<file path="src/hdl/npcc_pkg.sv">
`timescale 1ns / 1ps

package npcc_pkg;

    // palette storage
    localparam int PAL_DEPTH = 256;
    localparam int PAL_AW    = $clog2(PAL_DEPTH);
    localparam int CNT_W     = PAL_AW + 1;
    localparam int SIZE_W    = 9;

    // colour widths
    localparam int IN_W   = 10;
    localparam int CHAN_W = 8;
    localparam int SQ_W   = 2 * CHAN_W;
    localparam int ERR_W  = SQ_W + 2;

    // memo cache, one word per 5:5:5 bucket
    localparam int KEY_BITS    = 5;
    localparam int CACHE_AW    = 3 * KEY_BITS;
    localparam int EPOCH_W     = 8;
    localparam int CACHE_W     = EPOCH_W + PAL_AW;

    // item command codes
    localparam logic CMD_LOAD  = 1'b0;
    localparam logic CMD_QUERY = 1'b1;

    typedef logic [CHAN_W-1:0]   chan_t;
    typedef logic [CACHE_AW-1:0] key_t;
    typedef logic [EPOCH_W-1:0]  epoch_t;

    // controller to datapath
    typedef struct packed {
        logic pal_write;
        logic cap_query;
        logic clear_start;
        logic clear_run;
        logic epoch_bump;
        logic cache_rd;
        logic cache_wr;
        logic scan_start;
        logic scan_run;
        logic res_empty;
        logic res_hit;
        logic res_best;
        logic out_load;
    } npcc_cmd_t;

    // datapath to controller
    typedef struct packed {
        logic in_query;
        logic size_zero;
        logic epoch_last;
        logic clear_last;
        logic cache_hit;
        logic scan_done;
    } npcc_stat_t;

    // saturate a signed channel to 0..255
    function automatic chan_t clamp_chan(input logic signed [IN_W-1:0] v);
        chan_t c;
        if (v[IN_W-1])
        begin
            c = '0;
        end
        else if (|v[IN_W-2:CHAN_W])
        begin
            c = '1;
        end
        else
        begin
            c = v[CHAN_W-1:0];
        end
        return c;
    endfunction

    // bucket index from the top five bits of each channel
    function automatic key_t cache_key(input chan_t r, input chan_t g, input chan_t b);
        return {r[CHAN_W-1 -: KEY_BITS], g[CHAN_W-1 -: KEY_BITS], b[CHAN_W-1 -: KEY_BITS]};
    endfunction

endpackage

</file>
<file path="src/hdl/npcc_ctrl.sv">
`timescale 1ns / 1ps

module npcc_ctrl import npcc_pkg::*; (
    input  logic       clk,
    input  logic       rst_n,
    input  logic       item_valid,
    output logic       item_ready,
    input  logic       cfg_valid,
    output logic       result_valid,
    input  logic       result_ready,
    input  npcc_stat_t stat,
    output npcc_cmd_t  cmd
);

    typedef enum logic [2:0] {
        S_CLEAR,
        S_IDLE,
        S_LOOKUP,
        S_CHECK,
        S_SCAN,
        S_STORE,
        S_EMIT
    } state_t;

    state_t state_reg, state_next;
    logic   out_valid_reg, out_valid_next;
    logic   item_acc;
    logic   bump_req;

    assign item_ready   = (state_reg == S_IDLE);
    assign result_valid = out_valid_reg;
    assign item_acc     = item_valid && item_ready;

    // a load or a size write invalidates the cache
    assign bump_req = ((item_acc && !stat.in_query) || cfg_valid) && (state_reg != S_CLEAR);

    // commands and next state
    always_comb
    begin
        cmd            = '0;
        state_next     = state_reg;
        cmd.pal_write  = item_acc && !stat.in_query;
        cmd.cap_query  = item_acc && stat.in_query;
        if (bump_req)
        begin
            if (stat.epoch_last)
            begin
                cmd.clear_start = 1'b1;
            end
            else
            begin
                cmd.epoch_bump = 1'b1;
            end
        end
        unique case (state_reg)
            S_CLEAR:
            begin
                cmd.clear_run = 1'b1;
                if (stat.clear_last)
                begin
                    state_next = S_IDLE;
                end
            end
            S_IDLE:
            begin
                if (bump_req && stat.epoch_last)
                begin
                    state_next = S_CLEAR;
                end
                else if (item_acc && stat.in_query)
                begin
                    if (stat.size_zero)
                    begin
                        cmd.res_empty = 1'b1;
                        state_next    = S_EMIT;
                    end
                    else
                    begin
                        state_next = S_LOOKUP;
                    end
                end
            end
            S_LOOKUP:
            begin
                cmd.cache_rd = 1'b1;
                state_next   = S_CHECK;
            end
            S_CHECK:
            begin
                if (stat.cache_hit)
                begin
                    cmd.res_hit = 1'b1;
                    state_next  = S_EMIT;
                end
                else
                begin
                    cmd.scan_start = 1'b1;
                    state_next     = S_SCAN;
                end
            end
            S_SCAN:
            begin
                cmd.scan_run = 1'b1;
                if (stat.scan_done)
                begin
                    state_next = S_STORE;
                end
            end
            S_STORE:
            begin
                cmd.cache_wr = 1'b1;
                cmd.res_best = 1'b1;
                state_next   = S_EMIT;
            end
            S_EMIT:
            begin
                cmd.out_load = !out_valid_reg || result_ready;
                if (cmd.out_load)
                begin
                    state_next = S_IDLE;
                end
            end
            default:
            begin
                state_next = S_IDLE;
            end
        endcase
    end

    // output word valid
    always_comb
    begin
        if (cmd.out_load)
        begin
            out_valid_next = 1'b1;
        end
        else if (result_ready)
        begin
            out_valid_next = 1'b0;
        end
        else
        begin
            out_valid_next = out_valid_reg;
        end
    end

    // state and registered outputs
    always_ff @(posedge clk or negedge rst_n)
    begin
        if (!rst_n)
        begin
            state_reg     <= S_CLEAR;
            out_valid_reg <= 1'b0;
        end
        else
        begin
            state_reg     <= state_next;
            out_valid_reg <= out_valid_next;
        end
    end

endmodule

</file>
<file path="config.mk">
export PLATFORM = sky130hd
export DESIGN_NAME = npcc_ctrl
export DESIGN_NICKNAME = d
export VERILOG_FILES = /design/src/hdl/npcc_pkg.sv /design/src/hdl/npcc_ctrl.sv
export SDC_FILE = /design/constraint.sdc
export NUM_CORES = 1
export LEC_CHECK = 0
export BUFFER_PORTS_ARGS = -buffer_cell sky130_fd_sc_hd__buf_2
export CAP_MARGIN = 5
export CORE_AREA = 5 5 42 44
export CTS_BUF_LIST = sky130_fd_sc_hd__clkbuf_16
export CTS_CLUSTER_SIZE = 24
export DETAILED_ROUTE_END_ITERATION = 12
export DIE_AREA = 0 0 47 49
export HOLD_SLACK_MARGIN = 0.1
export PLACE_DENSITY = 0.6
export SYNTH_ARGS = -nofsm -noshare
export SYNTH_HDL_FRONTEND = slang
export SYNTH_SLANG_ARGS = --single-unit
</file>
<file path="constraint.sdc">
create_clock -name clk -period 1.7 [get_ports clk]
set_input_delay 0.34 -clock clk [delete_from_list [all_inputs] [get_ports clk]]
set_output_delay 0.34 -clock clk [all_outputs]
set_load 0.1 [all_outputs]
</file>
==> impl_metrics.env, run 1 <==
export IMPL_outcome="finished, violations left"
export IMPL_violations="setup timing"
export IMPL_die_h_um=49
export IMPL_synth_top_cell_area_share_pct=24.69
export IMPL_synthArstFlopShare_pct=100.0
export IMPL_cts_tree="done"
export IMPL_place_area_sq_um=857.1
export IMPL_syn_inst=51
export IMPL_synth_ff_type="dfrtp_1"
export IMPL_initial_core_util_pct=28.93
export IMPL_rr_worst_depth=6
export IMPL_cts_sinks=4
export IMPL_rows=14
export IMPL_crit_fanout=5
export IMPL_critPathLaunch="state_reg[2]"
export IMPL_finalClockSkew_ps=2.891
export IMPL_ys_warn_count=0
export IMPL_drt_total_wl_um=1511
export IMPL_synth_edff_count=0
export IMPL_worstSkewPairLatency_ps=230
export IMPL_pin_count=26
export IMPL_finalHoldViolations=0
export IMPL_maxSlewHeadroom_pct=66.77
export IMPL_fin_ws_ps=-109.1
export IMPL_cp_slowest_cell="dfrtp_2"
export IMPL_gr_total_overflow=0
export IMPL_via_per_inst=5.245
export IMPL_grt_usage_pct=13.50
export IMPL_synth_fp_nets=63
export IMPL_setup_viol=9
export IMPL_drt_iter0_markers=4
export IMPL_nets=100
export IMPL_final_antenna_net_count=0
export IMPL_total_power_mw=1.937
export IMPL_drive_above_1_share_pct=72.09
export IMPL_largest_register_ffs=3
export IMPL_critical_path_class="flop to output pin"
export IMPL_maxCapViolCount=0
export IMPL_numCtsBuffers=3
export IMPL_synth_largest_area_cell="dfrtp_1"
export IMPL_syn_to_final_growth_pct=144.1
export IMPL_die_area_sq_um=2303
export IMPL_port_buffers=25
export IMPL_syn_area_sq_um=405.4
export IMPL_min_from="stat[2]"
export IMPL_ys_ff_latch=4
export IMPL_ctsRootBufferMaster="clkbuf_16"
export IMPL_hp_class="input pin to flop"
export IMPL_clockBufferDepth=2
export IMPL_p_leak_nw=0.4469
export IMPL_rrSetupSlack_ps=70
export IMPL_finalSetupTns_ps=-682.8
export IMPL_design_area_sq_um=989.7
export IMPL_dp_hpwl_um=1078
export IMPL_fin_crit_sh_pct=106.4
export IMPL_core_sq_um=1401
export IMPL_wl_per_cell_um=14.81
export IMPL_htree_levels=1
export IMPL_r2r_start="state_reg[2]"
export IMPL_final_max_slew_violation_count=0
export IMPL_required_ps=1360
export IMPL_power_density_nw_per_um2=1957
export IMPL_max_stage_delay_ps=420
export IMPL_start_kind="flop"
export IMPL_antenna_found_initial=0
export IMPL_hold_worst_slack_ps=441.1
export IMPL_synth_distinct_cells=29
export IMPL_path_cells="buf_12, nor3b_4, nand3_2, nor2_4, buf_12"
export IMPL_netlist_top_cells_count="nor2_1 (6), dfrtp_1 (4), buf_4 (3), nand2_1 (3), nor2b_1 (3)"
export IMPL_drt_pass1_iterations=4
export IMPL_place_congestion=0.7460
export IMPL_die_w_um=47
export IMPL_drc=0
export IMPL_r2r_end="state_reg[2]"
export IMPL_vdd_drop_max_mv=1.336
export IMPL_endpoint="cmd[3]"
export IMPL_grt_max_degree=9
export IMPL_syn_avg_cell_area_sq_um=7.949
export IMPL_path_clk_slew_ps=30
export IMPL_seq_area_frac_synth_pct=24.69
export IMPL_crit_path_frequent_cell="buf_12"
export IMPL_cp_end_kind="output pin"
export IMPL_grt_pass1_wl_um=2290
export IMPL_synth_most_common_cell="nor2_1"
export IMPL_fmaxAchievable_mhz=552.8
export IMPL_timing_final_crit_period_ps=1809
export IMPL_vias=535
export IMPL_grt_setup_unrepaired="yes"
export IMPL_num_antenna_cells=0
export IMPL_crit_arrival_ps=1470
export IMPL_worst_slew_pin_slew_ps=501.9
export IMPL_grt_pass1_vias=528
export IMPL_synth_area_leaders="dfrtp_1 (25%), buf_4 (5.6%), nor2_1 (5.6%)"
per-layer routing:
layer / track usage (%) / routed length [um] / vias up
met5: 0 / 0 / -
met4: 2.765 / 25 / 0
met3: 4.797 / 112 / 6
met2: 22.62 / 824 / 26
met1: 16.00 / 548 / 252
li1: - / - / 251
what timing repair did:
action | in CTS | in global routing
pin swaps | 3 | 2
endpoints found under the hold margin | 4 | 0
setup buffers | 2 | 0
resized for setup | 2 | 5
hold buffers | 1 | 0
setup endpoints to repair | 9 | 13
stage by stage:
step,instances,utilization (%),setup WS (ps)
4_1_cts,102,68.84,-114.7
5_1_grt,102,70.63,-176.9
3_5_place_dp,96,61.16,21.45
2_1_floorplan,51,-,-837.5
6_report,102,70.63,-109.1
3_3_place_gp,96,61.16,29.23
placed cells by master (no fill, tap or decap), drive strengths merged:
cell type and n:
nand2b 1, clkbuf 3, and2b 1, nor3 1, ha 1, nand2 3
o41ai 2, a221oi 1, buf 34, or2b 1, and2 2, nor2 6
a21o 2, nand3 2, dfrtp 4, o211ai 1, nor2b 4, dlygate4sd3 1
clkinvlp 1, o21ai 3, or3 1, and3 4, nor3b 2, a21oi 1
inv 2, a31oi 2
power by group:
| part | internal [mW] | leakage (nW) | switching [mW] |
|---|---|---|---|
| Combinational | 0.553 | 0.360 | 0.870 |
| Clock | 0.301 | 0.0370 | 0.0687 |
| Sequential | 0.123 | 0.0495 | 0.0219 |
how the worst min path moves through the flow:
| stage | cells past startpoint | slack, ps | to |
|---|---|---|---|
| 2_1_floorplan | 0 | 40 | result_valid |
| 3_3_place_gp | 1 | 140 | state_reg[1] |
| 3_5_place_dp | 1 | 150 | state_reg[0] |
| 4_1_cts | 3 | 430 | state_reg[0] |
| 5_1_grt | 3 | 460 | state_reg[0] |
| 6_report | 3 | 440 | state_reg[0] |
cell families after synthesis:
logic type,after synthesis,share of synthesized area (%)
compound gates,12,21.30
fa+ha+maj,1,3.086
buf+inv,6,8.333
flops,4,24.69
simple gates,28,42.59
final cells by class:
cell class              count  area [sq um]
multi-input cells          41         347.8
fillers                   116         411.6
flip-flops and latches      4         102.6
repair buffers             35         429.2
inverters                   3         15.01
well taps                  16         20.02
clock buffers               3         75.07
worst max-delay path, delay by kind of cell, from the launching register on:
family,cells,cell delay (ps)
DFF,1,420
buffers and inverters,2,320
and+or+nand+nor,3,510
No activity file was read; power rests on OpenSTA's default activity.
==> run 2, diff against run 1 <==
--- a/config.mk
+++ b/config.mk
@@ -14,6 +14,7 @@
 export DIE_AREA = 0 0 47 49
 export HOLD_SLACK_MARGIN = 0.1
 export PLACE_DENSITY = 0.6
+export RECOVER_POWER = 100
 export SYNTH_ARGS = -nofsm -noshare
 export SYNTH_HDL_FRONTEND = slang
 export SYNTH_SLANG_ARGS = --single-unit
==> impl_metrics.env, run 2 (synthesis gave the netlist of run 1 again) <==
export IMPL_setup_viol=9
export IMPL_worstSkewPairLatency_ps=230
export IMPL_cp_slowest_cell="dfrtp_2"
export IMPL_grt_pass1_wl_um=2290
export IMPL_num_antenna_cells=0
export IMPL_hp_class="input pin to flop"
export IMPL_syn_to_final_growth_pct=138.6
export IMPL_pin_count=26
export IMPL_power_density_nw_per_um2=1975
export IMPL_drive_above_1_share_pct=70.93
export IMPL_p_leak_nw=0.4384
export IMPL_crit_buf_inv=2
export IMPL_max_stage_delay_ps=420
export IMPL_via_per_inst=5.118
export IMPL_timing_final_crit_period_ps=1812
export IMPL_ctsRootBufferMaster="clkbuf_16"
export IMPL_core_sq_um=1401
export IMPL_die_h_um=49
export IMPL_violations="setup timing"
export IMPL_final_max_slew_violation_count=0
export IMPL_numCtsBuffers=3
export IMPL_grt_pass1_vias=528
export IMPL_cts_sinks=4
export IMPL_place_congestion=0.7460
export IMPL_grt_max_degree=9
export IMPL_cts_tree="done"
export IMPL_port_buffers=25
export IMPL_htree_levels=1
export IMPL_final_cell_mix="buf_12 (12), buf_2 (10), buf_4 (6)"
export IMPL_final_antenna_net_count=0
export IMPL_vdd_drop_max_mv=1.327
export IMPL_clockBufferDepth=2
export IMPL_final_util_pct=69.02
export IMPL_cp_end_kind="output pin"
export IMPL_grt_usage_pct=13.50
export IMPL_required_ps=1360
export IMPL_crit_path_frequent_cell="buf_12"
export IMPL_path_clk_slew_ps=30
export IMPL_maxCapViolCount=0
export IMPL_grt_setup_unrepaired="yes"
export IMPL_drt_total_wl_um=1510
export IMPL_rows=14
export IMPL_gr_total_overflow=0
export IMPL_finalHoldViolations=0
export IMPL_antenna_found_initial=0
export IMPL_crit_family="simple AND/OR/NAND/NOR gates"
export IMPL_initial_core_util_pct=28.93
export IMPL_finalClockSkew_ps=2.565
export IMPL_drc=0
export IMPL_die_w_um=47
export IMPL_hold_worst_slack_ps=439.9
export IMPL_finalSetupTns_ps=-675.6
export IMPL_largest_register_ffs=3
export IMPL_final_common_cell="buf_12"
export IMPL_vias=522
export IMPL_dp_hpwl_um=1078
export IMPL_crit_fanout=5
export IMPL_drt_iter0_markers=2
export IMPL_die_area_sq_um=2303
export IMPL_start_kind="flop"
export IMPL_crit_arrival_ps=1470
export IMPL_fin_crit_sh_pct=106.6
export IMPL_fmaxAchievable_mhz=551.9
export IMPL_wl_per_cell_um=14.80
export IMPL_fin_ws_ps=-111.8
export IMPL_design_area_sq_um=967.2
export IMPL_fillers=122
export IMPL_rrSetupSlack_ps=20
export IMPL_drt_pass1_iterations=4
export IMPL_nets=100
export IMPL_outcome="finished, violations left"
export IMPL_critical_path_class="flop to output pin"
export IMPL_place_area_sq_um=857.1
export IMPL_maxSlewHeadroom_pct=62.94
export IMPL_path_cells="buf_12, nor3b_4, nand3_2, nor2_4, buf_12"
export IMPL_worst_slew_pin_slew_ps=558.3
## run 2: repair_timing
| action | 4_1_cts | 5_1_grt |
|---|---|---|
| pin swaps | 3 | 2 |
| hold buffers | 1 | 0 |
| endpoints found under the hold margin | 4 | 0 |
| setup endpoints to repair | 9 | 13 |
| setup buffers | 2 | 0 |
| resized for setup | 2 | 5 |
## run 2: cell type report
cell class              count  area, sq um  share of cell area (%)
multi-input cells          41        347.8                   35.96
inverters                   3        15.01                   1.552
repair buffers             35        406.6                   42.04
flip-flops and latches      4        102.6                   10.61
well taps                  16        20.02                   2.070
clock buffers               3        75.07                   7.762
## run 2: final timing paths
kind,from,end,cells past startpoint
worst max-delay path,state_reg[2],cmd[3],5
worst min-delay path,stat[2],state_reg[0],3
worst max register to register,state_reg[2],state_reg[2],6
worst min register to register,state_reg[1],result_valid,2
max in group asynchronous,rst_n,state_reg[2],2
min in group asynchronous,rst_n,state_reg[1],2
## run 2: metal layers
| metal | GRT usage, % | vias to the layer above | part of all wire, % |
|---|---|---|---|
| met5 | 0 | - | 0 |
| met2 | 22.62 | 20 | 55 |
| met4 | 2.765 | 0 | 1.6 |
| met3 | 4.797 | 4 | 7.3 |
| met1 | 16.00 | 244 | 36 |
| li1 | - | 254 | - |
## run 2: metrics by stage
step           total power [mW]  setup slack, ps  cells
6_report                  1.910           -111.8    102
5_1_grt                   1.978           -176.9    102
4_1_cts                   1.900           -114.7    102
3_5_place_dp              1.485            21.45     96
3_3_place_gp              1.471            29.23     96
2_1_floorplan            0.9937           -837.5     51
## run 2: power by group
| part | total (mW) | internal (mW) | switching, mW |
|---|---|---|---|
| clock | 0.368 | 0.301 | 0.0677 |
| combinational | 1.40 | 0.530 | 0.866 |
| sequential | 0.145 | 0.123 | 0.0217 |
| total | 1.91 | 0.954 | 0.956 |
## run 2: worst min-delay path, stage by stage
cell,delay [ps]
buf_2,90
o21ai_2,80
a21oi_1,110
